==> config.mk <==
export PLATFORM = sky130hd
export DESIGN_NAME = fcu_ctrl
export DESIGN_NICKNAME = d
export VERILOG_FILES = /design/src/rtl/core/fcu_pkg.sv /design/src/rtl/core/fcu_ctrl.sv
export SDC_FILE = /design/constraint.sdc
export NUM_CORES = 1
export LEC_CHECK = 0
export BUFFER_PORTS_ARGS = -buffer_cell sky130_fd_sc_hd__buf_2
export CAP_MARGIN = 10
export CORE_ASPECT_RATIO = 0.75
export CORE_MARGIN = 3
export CORE_UTILIZATION = 35
export DETAILED_ROUTE_END_ITERATION = 7
export REMOVE_ABC_BUFFERS = 1
export SYNTH_ARGS = -nofsm -noshare
export SYNTH_HDL_FRONTEND = slang
export SYNTH_SLANG_ARGS = --single-unit
==> constraint.sdc <==
create_clock -name clk -period 2.6 [get_ports clk]
set_clock_uncertainty 0.15 [all_clocks]
set_input_delay 0.13 -clock clk [delete_from_list [all_inputs] [get_ports clk]]
set_output_delay 0.13 -clock clk [all_outputs]
set_load 0.1 [all_outputs]
==> src/rtl/core/fcu_pkg.sv <==
// Package for the frustum culling unit: item kinds, controller states,
// command and status structs shared by the controller and the datapath.
`timescale 1ns / 1ps
package fcu_pkg;

  localparam int FRAC_BITS = 16;

  typedef enum logic [1:0] {
    KIND_LOAD   = 2'd0,
    KIND_VERTEX = 2'd1,
    KIND_SPHERE = 2'd2,
    KIND_NONE   = 2'd3
  } kind_t;

  typedef enum logic [3:0] {
    ST_IDLE,
    ST_RAW,
    ST_SQ,
    ST_SQRT,
    ST_DIV,
    ST_STORE,
    ST_DOT,
    ST_EVAL,
    ST_OUT
  } state_t;

  typedef struct packed {
    logic       capture;
    logic       sphere_sel;
    logic       load_matrix;
    logic       raw_start;
    logic       sq_step;
    logic       sqrt_start;
    logic       div_start;
    logic       store_comp;
    logic       dot_step;
    logic       eval_plane;
    logic       mask_reset;
    logic [2:0] plane;
    logic [1:0] comp;
  } cmd_t;

  typedef struct packed {
    logic sqrt_done;
    logic div_done;
  } stat_t;

endpackage

==> src/rtl/core/fcu_ctrl.sv <==
// Controller for the frustum culling unit: sequences plane building and
// plane tests. Depends on fcu_pkg.
`timescale 1ns / 1ps
module fcu_ctrl
  import fcu_pkg::*;
(
  input  logic       clk,
  input  logic       rst,
  input  logic       in_valid,
  input  logic [1:0] in_kind,
  input  logic       in_last,
  output logic       in_ready,
  output logic       res_push,
  input  logic       res_free,
  input  stat_t      stat,
  output cmd_t       cmd
);

  state_t     state, state_next;
  logic [2:0] plane, plane_next;
  logic [1:0] comp, comp_next;
  logic       stale, stale_next;
  logic [1:0] kind, kind_next;
  logic       last, last_next;

  always_ff @(posedge clk) begin
    if (rst) begin
      state <= ST_IDLE;
      plane <= '0;
      comp  <= '0;
      stale <= 1'b1;
      kind  <= KIND_NONE;
      last  <= 1'b0;
    end else begin
      state <= state_next;
      plane <= plane_next;
      comp  <= comp_next;
      stale <= stale_next;
      kind  <= kind_next;
      last  <= last_next;
    end
  end

  always_comb begin
    state_next = state;
    plane_next = plane;
    comp_next  = comp;
    stale_next = stale;
    kind_next  = kind;
    last_next  = last;
    cmd        = '0;
    cmd.plane  = plane;
    cmd.comp   = comp;
    in_ready   = 1'b0;
    res_push   = 1'b0;
    case (state)
      ST_IDLE: begin
        in_ready = res_free;
        if (in_valid && res_free) begin
          cmd.capture    = 1'b1;
          cmd.sphere_sel = (kind_t'(in_kind) == KIND_SPHERE);
          kind_next      = in_kind;
          last_next      = in_last;
          plane_next     = '0;
          comp_next      = '0;
          case (kind_t'(in_kind))
            KIND_LOAD: begin
              cmd.load_matrix = 1'b1;
              stale_next      = 1'b1;
            end
            KIND_VERTEX, KIND_SPHERE: state_next = stale ? ST_RAW : ST_DOT;
            default: ;
          endcase
        end
      end
      ST_RAW: begin
        cmd.raw_start = 1'b1;
        comp_next     = '0;
        state_next    = ST_SQ;
      end
      ST_SQ: begin
        cmd.sq_step = 1'b1;
        comp_next   = comp + 2'd1;
        if (comp == 2'd2) begin
          comp_next  = '0;
          state_next = ST_SQRT;
        end
      end
      ST_SQRT: begin
        cmd.sqrt_start = (comp == 2'd0);
        comp_next      = 2'd1;
        if (stat.sqrt_done && comp == 2'd1) begin
          comp_next  = '0;
          state_next = ST_DIV;
        end
      end
      ST_DIV: begin
        cmd.div_start = 1'b1;
        state_next    = ST_STORE;
      end
      ST_STORE: begin
        if (stat.div_done) begin
          cmd.store_comp = 1'b1;
          comp_next      = comp + 2'd1;
          if (comp == 2'd3) begin
            comp_next = '0;
            if (plane == 3'd5) begin
              plane_next = '0;
              stale_next = 1'b0;
              state_next = ST_DOT;
            end else begin
              plane_next = plane + 3'd1;
              state_next = ST_RAW;
            end
          end else begin
            state_next = ST_DIV;
          end
        end
      end
      ST_DOT: begin
        cmd.dot_step = 1'b1;
        comp_next    = comp + 2'd1;
        if (comp == 2'd3) begin
          comp_next  = '0;
          state_next = ST_EVAL;
        end
      end
      ST_EVAL: begin
        cmd.eval_plane = 1'b1;
        if (plane == 3'd5) begin
          plane_next = '0;
          state_next = ST_OUT;
        end else begin
          plane_next = plane + 3'd1;
          state_next = ST_DOT;
        end
      end
      ST_OUT: begin
        if (kind == KIND_SPHERE || last) begin
          res_push       = 1'b1;
          cmd.mask_reset = (kind == KIND_VERTEX);
        end
        state_next = ST_IDLE;
      end
      default: state_next = ST_IDLE;
    endcase
  end

endmodule

==> flow_metrics.tcl, run 1 <==
set metrics [dict create \
    outcome "completed" \
    die_h_microns 53.7 \
    synthCells 130 \
    min_period_ns 2.25 \
    grt_overflow 0 \
    htreeDepth 1 \
    grt_max_degree 23 \
    rsz0062_at_grt "no" \
    ir_worst_vdd_mv 0.230 \
    fillers 279 \
    die_x_microns 69.5 \
    drtIter0Drc 60 \
    routabilityCongestion 0.912 \
    syn_area_sq_mm 0.00106 \
    row_count 16 \
    num-nets-final 174 \
    place_hpwl_mm 2.08 \
    synthFlopType "dfxtp_1" \
    cp.required_ns 2.32 \
    numCtsBuffers 3 \
    wl_mm 2.76 \
    grt_pass1_wl_mm 4.39 \
    yosys-top-cells-count "dfxtp_1, inv_1, nand2_1, nor2_1" \
    finalSetupViolCount 0 \
    crit_slowest_cell "buf_2" \
    tightest_slew_ns 0.552 \
    clock_latency_ns 0.25 \
    slew_viol_final 0 \
    ant_nets 0 \
    die_area_sq_mm 0.00373 \
    dp_slack_ns 0.574 \
    synth_top_area_share 0.246 \
    grt_pass1_vias 935 \
    cp_slowest_stage_delay_ns 0.46 \
    viasPerCell 5.56 \
    area_growth_pct 21.1 \
    io_buffers 26 \
    crit_fanout 16 \
    pwr_density_cell_mw_per_mm2 464 \
    async_flop_share 0 \
    root_buffer "clkbuf_8" \
    grt_antenna_before_repair 0 \
    cts_sinks 13 \
    pwr-share-comb 0.317 \
    finalCritPeriodShare 0.863 \
    vias 1079 \
    hp-class "input pin to flip-flop" \
    yosys.area.top_type "dfxtp_1" \
    fmax_ghz 0.445 \
    firstDrtPassIters 4 \
    internal-power_w 0.000371 \
    slew_headroom 0.632 \
    boundaryPins 27 \
    hold_viol_final 0 \
    end_kind "output port" \
    whs_ns 0.0503 \
    power.share.switching 0.377 \
    yosysWarningCount 0 \
    drive_above_1_share 0.228 \
    synth.most_common_cell "dfxtp_1" \
    cap_violations 0 \
    p_sw_w 0.000224 \
    avgSynthCellArea_sq_um 8.15 \
    cts_tree "built" \
    diodes 0 \
    fin_util 0.468 \
    arrival_ns 1.97 \
    grt_usage 0.151 \
    synth_area_leaders "dfxtp_1, ha_1, inv_1" \
    routedWlPerCell_microns 14.2 \
    ys_seq_elements 13 \
    worstPathCellList "buf_4 -> nor2_1 -> and4bb_1 -> nor3b_1 -> buf_2" \
    synth_edf_count 0 \
    coreArea_sq_mm 0.00274 \
    cts_buffer_depth 2 \
    power_frac_clock 0.311 \
    crit_type "flip-flop to output port" \
    seqPwrFrac 0.372 \
    start_util 0.386 \
    drc 0 \
    synth_seq_area_share 0.246 \
    path_clk_slew_ns 0.06 \
    crit_path_start_kind "flip-flop" \
    power.leakage_nw 0.545 \
    ys_types 48 \
    setup_slack_ns 0.355 \
]
[power by group through the flow]
stage / Combinational [W] / Clock [W] / Sequential (W)
finish: 0.000188 / 0.000185 / 0.000221
global route: 0.000203 / 0.000208 / 0.000223
CTS: 0.000188 / 0.000193 / 0.000221
detailed placement: 0.000185 / 0 / 0.000225
global placement: 0.000184 / 0 / 0.000225
floorplan: 0.000120 / 0 / 0.000245
[cell type report]
cell class	count	area [sq um]	share of cell area
Sequential cell	13	260	0.203
Multi-Input combinational cell	98	706	0.550
Timing Repair Buffer	33	190	0.148
Inverter	10	37.5	0.0292
Clock buffer	4	45.0	0.0351
Tap cell	36	45.0	0.0351
[registers in the layout (all words and copies together), names as in the netlist]
name   flops
stale      1
plane      3
comp       2
state      4
last       1
kind       2
[critical path: cells and delay by family (launching register included)]
| kind | cells | cell delay (ns) |
|---|---|---|
| flip-flops | 1 | 0.43 |
| buffers and inverters | 2 | 0.71 |
| AND/OR/NAND/NOR | 3 | 0.58 |
[what timing repair did]
action                                 4_1_cts  5_1_grt
buffers inserted                             0        0
hold buffers                                 3        0
endpoints found under the hold margin        3        0
resized for setup                            0        0
[layout by cell type (no fill, tap or decap), types with 3 or more instances in the layout]
| master | count |
|---|---|
| a21oi_1 | 6 |
| a31oi_1 | 3 |
| buf_2 | 26 |
| buf_4 | 4 |
| clkbuf_8 | 3 |
| dfxtp_1 | 13 |
| dlygate4sd3_1 | 3 |
| ha_1 | 6 |
| inv_1 | 10 |
| mux2i_1 | 3 |
| nand2_1 | 8 |
| nand2b_1 | 4 |
| nor2_1 | 8 |
| nor3_1 | 4 |
| nor3b_1 | 3 |
| nor4_1 | 3 |
| nor4b_1 | 3 |
| o21a_1 | 4 |
| o21ai_1 | 5 |
[kinds of logic after synthesis]
| family | share of synthesized area |
|---|---|
| simple gates | 0.336 |
| buf+inv | 0.0885 |
| xor+xnor | 0.00827 |
| compound gates | 0.222 |
| flops | 0.246 |
| fa+ha+maj | 0.0708 |
| mux | 0.0283 |
[routing by layer]
metal	GRT usage	up-vias	share of wire
met1	0.194	500	0.47
met4	0.0292	0	0.0033
li1	-	541	-
met5	0	-	0
met3	0.0504	2	0.071
met2	0.252	36	0.45
[worst paths after layout]
path	to	cells after the start	slack, ns	startpoint
setup / recovery	cmd[5]	5	0.35	state[0]$_SDFFE_PP0P_
hold / removal	last$_SDFFE_PP0P_	2	0.05	rst
setup reg to reg	state[1]$_SDFFE_PP0P_	4	0.53	state[1]$_SDFFE_PP0P_
hold reg to reg	last$_SDFFE_PP0P_	2	0.36	last$_SDFFE_PP0P_
[per-stage QoR]
stage                     cells  setup TNS, ns  power [W]  instance area (sq um)
after global routing        194              0   0.000633                   1280
after CTS                   194              0   0.000602                   1280
after global placement      187              0   0.000408                   1210
after detailed placement    187              0   0.000410                   1210
final                       194              0   0.000595                   1280
after floorplan             121          -6.60   0.000365                   1000
Note: power is estimated with default switching activity, not from simulation.
==> run 2: changes to the inputs <==
--- a/config.mk
+++ b/config.mk
@@ -6,7 +6,7 @@
 export NUM_CORES = 1
 export LEC_CHECK = 0
 export BUFFER_PORTS_ARGS = -buffer_cell sky130_fd_sc_hd__buf_2
-export CAP_MARGIN = 10
+export CAP_MARGIN = 20
 export CORE_ASPECT_RATIO = 0.75
 export CORE_MARGIN = 3
 export CORE_UTILIZATION = 35
==> constraint.sdc (replaced) <==
create_clock -name clk -period 2.6 [get_ports clk]
set_clock_uncertainty 0.15 [all_clocks]
set_input_delay 0.52 -clock clk [delete_from_list [all_inputs] [get_ports clk]]
set_output_delay 0.52 -clock clk [all_outputs]
set_load 0.1 [all_outputs]
==> run 2 against run 1 <==
Non-clock buffer count is 1 higher. Design area is 6.8% higher. Maximum frequency is 10% lower. Global-route usage is 0.91 points higher. Count of clock-buffer cells in the layout stayed put. First-iteration DRC count stayed put. Sequential cell count stayed put. Sequential share of layout area is 1.2 points lower.
==> flow_metrics.tcl, run 2 (synthesis gave the netlist of run 1 again) <==
set metrics [dict create \
    ant_nets 0 \
    top_register "state" \
    cp_slowest_stage_delay_ns 0.54 \
    firstDrtPassIters 4 \
    arrival_ns 1.83 \
    fillers 270 \
    outcome "completed" \
    whs_path_depth 2 \
    cp.required_ns 1.93 \
    r2r_end "state[2]$_SDFFE_PP0P_" \
    setup_slack_ns 0.103 \
    pwr_density_cell_mw_per_mm2 449 \
    cts_buffer_depth 2 \
    r2r_start "state[2]$_SDFFE_PP0P_" \
    place_area_sq_mm 0.00131 \
    cts_tree "built" \
    root_buffer "clkbuf_8" \
    hold_path_end "last$_SDFFE_PP0P_" \
    die_x_microns 69.5 \
    grt_overflow 0 \
    start_util 0.386 \
    clock_latency_ns 0.25 \
    place_hpwl_mm 2.19 \
    hold_viol_final 0 \
    ir_worst_vdd_mv 0.318 \
    dp_slack_ns 0.349 \
    grt_usage 0.160 \
    io_buffers 26 \
    area_growth_pct 29.4 \
    grt_pass1_wl_mm 4.73 \
    power.leakage_nw 0.573 \
    crit_fanout 13 \
    boundaryPins 27 \
    path_clk_slew_ns 0.06 \
    final_cell_mix "buf_2, dfxtp_1, inv_1" \
    end_kind "output port" \
    rsz0062_at_grt "no" \
    coreArea_sq_mm 0.00274 \
    grt_antenna_before_repair 0 \
    diodes 0 \
    row_count 16 \
    routabilityCongestion 0.866 \
    finalSetupViolCount 0 \
    die_h_microns 53.7 \
    worstHoldStart "last$_SDFFE_PP0P_" \
    viasPerCell 5.49 \
    crit_slowest_cell "dfxtp_1" \
    finalCritPeriodShare 0.960 \
    worstPathCellList "buf_4 -> nand2b_1 -> nor2_1 -> buf_2" \
    crit_type "flip-flop to output port" \
    crit_path_start_kind "flip-flop" \
    vias 1070 \
    tns_ns 0 \
    r2r_cells 5 \
    grt_pass1_vias 979 \
    min_period_ns 2.50 \
    numCtsBuffers 3 \
    hold_buffers 0 \
    cp_num_buf_inv 2 \
    num-nets-final 175 \
    wl_mm 2.80 \
    cap_violations 0 \
    cts_sinks 13 \
    hp-class "flip-flop to flip-flop" \
    grt_max_degree 20 \
    fin_area_sq_mm 0.00137 \
    drtIter0Drc 60 \
    slew_headroom 0.650 \
    tightest_slew_ns 0.524 \
    crit_family "buffers and inverters" \
    layout_commonest_cell "buf_2" \
    drive_above_1_share 0.270 \
    r2r_slack_ns 0.49 \
    slew_viol_final 0 \
    htreeDepth 1 \
    largest_reg_flops 4 \
    drc 0 \
    reg_top3 "state: 4 flops, plane: 3 flops" \
    die_area_sq_mm 0.00373 \
    fmax_ghz 0.400 \
    routedWlPerCell_microns 14.4 \
]
[run 2: changes by cell type in the layout (fill, tap and decap cells not counted), moves of 3 or more]
cell           change
dlygate4sd3_1      -3
buf_12             +5
buf_2              -6
buf_4              +4
[run 2: timing repair]
item / in CTS / in global routing
setup buffers: 0 / 1
gates resized for setup: 0 / 4
setup endpoints to repair: 0 / 2
[run 2: tightest hold or removal path, stage by stage, from the launching register on]
cell     delay (ns)
dfxtp_1        0.33
mux2i_1        0.07
nor2_1         0.08
[run 2: layer usage]
layer,GRT usage,vias to the layer above,part of all wire
met5,0,-,0
met4,0.0390,0,0.0050
met3,0.0522,2,0.051
met2,0.256,30,0.46
met1,0.212,499,0.49
li1,-,539,-
[run 2: worst max path at each step]
stage                           from       end  slack, ns  cells after the start
3_5_place_dp   state[2]$_SDFFE_PP0P_  in_ready       0.35                      3
3_3_place_gp   state[1]$_SDFFE_PP0P_    cmd[5]       0.36                      4
5_1_grt        state[2]$_SDFFE_PP0P_    cmd[8]       0.02                      4
6_report       state[2]$_SDFFE_PP0P_    cmd[8]       0.10                      4
4_1_cts        state[2]$_SDFFE_PP0P_  in_ready       0.08                      3
2_1_floorplan  state[2]$_SDFFE_PP0P_  in_ready      -2.04                      2
[run 2: layout make-up]
type	count	area, sq um	share of cell area
clock buffers	4	45.0	0.0328
multi-input cells	98	714	0.521
repair buffers	34	268	0.195
flip-flops and latches	13	262	0.191
inverters	10	37.5	0.0274
well taps	36	45.0	0.0328
[run 2: per-stage QoR]
stage,instances,util,hold slack (ns),power [W]
3_5_place_dp,190,0.476,0.355,0.000432
5_1_grt,195,0.500,0.385,0.000651
6_report,195,0.500,0.363,0.000616
3_3_place_gp,190,0.476,0.340,0.000432
2_1_floorplan,121,-,0.311,0.000365
4_1_cts,194,0.493,0.371,0.000618
[run 2: power breakdown]
group | leakage (nW) | total [W] | switching, W | internal, W
Clock | 0.0228 | 0.000184 | 0.0000756 | 0.000108
Sequential | 0.106 | 0.000224 | 0.0000162 | 0.000208
Combinational | 0.444 | 0.000208 | 0.000135 | 0.0000729
==> run 3: changes to the inputs <==
==> constraint.sdc (replaced) <==
create_clock -name clk -period 2.3 [get_ports clk]
set_clock_uncertainty 0.15 [all_clocks]
set_input_delay 0.46 -clock clk [delete_from_list [all_inputs] [get_ports clk]]
set_output_delay 0.46 -clock clk [all_outputs]
set_load 0.1 [all_outputs]
==> run 3 against run 2 <==
Clock power grew 14%. Power grew 16%. Core utilization grew 4.4 points. Routed wire length grew 10%. Worst hold slack lost 0.059 ns. Count of clock-buffer cells in the layout is the same. Critical path type unchanged. Sequential share of layout area shrank 1.4 points. Register-to-register slack lost 0.26 ns. Die area is the same. Design area grew 8.8%. Critical path depth is the same. Combinational power grew 22%.
==> flow_metrics.tcl, run 3 (synthesis gave the netlist of run 1 again) <==
set metrics [dict create \
    grt_antenna_before_repair 0 \
    finalCritPeriodShare 0.993 \
    area_growth_pct 40.8 \
    finalSetupViolCount 0 \
    firstDrtPassIters 4 \
    seqPwrFrac 0.353 \
    vias 1105 \
    internal-power_w 0.000452 \
    place_hpwl_mm 2.31 \
    routabilityCongestion 0.871 \
    cts_tree "built" \
    slew_viol_final 0 \
    numCtsBuffers 3 \
    power.share.switching 0.370 \
    crit_slowest_cell "nor4_4" \
    root_buffer "clkbuf_8" \
    clock_latency_ns 0.25 \
    tightest_slew_ns 0.515 \
    die_x_microns 69.5 \
    cp_slowest_stage_delay_ns 0.39 \
    power_frac_clock 0.292 \
    rsz0062_at_grt "yes" \
    dp_slack_ns 0.188 \
    p_sw_w 0.000265 \
    top_register "state" \
    grt_pass1_wl_mm 5.02 \
    io_buffers 26 \
    pwr-share-comb 0.355 \
    die_area_sq_mm 0.00373 \
    coreArea_sq_mm 0.00274 \
    grt_usage 0.175 \
    wl_mm 3.09 \
    drc 0 \
    worstPathCellList "or2_4 -> nor4_4 -> and2_1 -> buf_12" \
    crit_type "flip-flop to output port" \
    largest_reg_flops 4 \
    pwr_density_cell_mw_per_mm2 480 \
    htreeDepth 1 \
    row_count 16 \
    grt_pass1_vias 1052 \
    cp_num_buf_inv 1 \
    final_cell_mix "buf_2, buf_12, inv_1, dfxtp_1, buf_4" \
    cp.required_ns 1.69 \
    grt_overflow 0 \
    arrival_ns 1.67 \
    ir_worst_vdd_mv 0.414 \
    num-nets-final 177 \
    cap_violations 0 \
    end_kind "output port" \
    path_clk_slew_ns 0.06 \
    layout_commonest_cell "buf_2" \
    viasPerCell 5.61 \
    setup_slack_ns 0.0152 \
    outcome "completed" \
    crit_family "simple AND/OR/NAND/NOR gates" \
    grt_max_degree 23 \
    min_period_ns 2.28 \
    diodes 0 \
    fmax_ghz 0.438 \
    slew_headroom 0.654 \
    routedWlPerCell_microns 15.7 \
    power.leakage_nw 0.602 \
    cts_sinks 13 \
    drive_above_1_share 0.298 \
    fin_util 0.544 \
    reg_top3 "state: 4 flops, plane: 3 flops" \
    fillers 257 \
    cts_buffer_depth 2 \
    ant_nets 0 \
    start_util 0.386 \
    crit_fanout 4 \
    hp-class "input pin to flip-flop" \
    drtIter0Drc 60 \
    die_h_microns 53.7 \
    boundaryPins 27 \
    hold_viol_final 0 \
    crit_path_start_kind "flip-flop" \
]
## run 3: layout make-up
type | instances | area [sq um] | area share
inverter | 10 | 37.5 | 0.0251
timing repair buffer | 36 | 385 | 0.258
tap | 36 | 45.0 | 0.0302
clock buffer | 4 | 45.0 | 0.0302
sequential | 13 | 264 | 0.177
multi-input combinational | 98 | 716 | 0.479
## run 3: power by group through the flow
stage	logic, W	registers, W	clock network, W
after floorplan	0.000135	0.000277	0
after global placement	0.000247	0.000255	0
after detailed placement	0.000249	0.000255	0
after CTS	0.000251	0.000251	0.000214
after global routing	0.000270	0.000254	0.000227
final	0.000254	0.000253	0.000209
## run 3: final timing paths
path                                       startpoint               endpoint  slack [ns]  depth (start not counted)
worst max-delay path            state[3]$_SDFFE_PP0P_                cmd[14]        0.02                          4
worst min-delay path                       in_kind[0]   kind[0]$_SDFFE_PP1P_        0.30                          3
worst max register to register   comp[0]$_SDFFE_PP0P_  state[2]$_SDFFE_PP0P_        0.23                          5
worst min register to register      last$_SDFFE_PP0P_      last$_SDFFE_PP0P_        0.37                          2
## run 3: tightest hold or removal path: stages
cell      delay [ns]
buf_2           0.09
nand2_1         0.04
o211ai_1        0.07
## run 3: layer usage
layer  GRT usage  up-vias  wire (microns)
met5           0        -               0
met4      0.0487        0              56
met3      0.0485        8             158
met2       0.285       29            1410
met1       0.230      520            1460
li1            -      548               -
## run 3: what timing repair did
item                       CTS  global route
hold buffers                 0             0
setup endpoints to repair    4             3
setup buffers                0             2
pin swaps                    0             3
resized for setup            2             4
## run 3: through the flow
step	setup TNS [ns]	std cells	area (sq um)	hold slack [ns]	power, W
final	0	197	1490	0.304	0.000716
after detailed placement	0	191	1420	0.358	0.000504
after global placement	0	191	1420	0.325	0.000502
after floorplan	-14.82	121	1000	0.311	0.000413
after CTS	0	195	1470	0.301	0.000716
after global routing	-0.0600	197	1490	0.336	0.000751
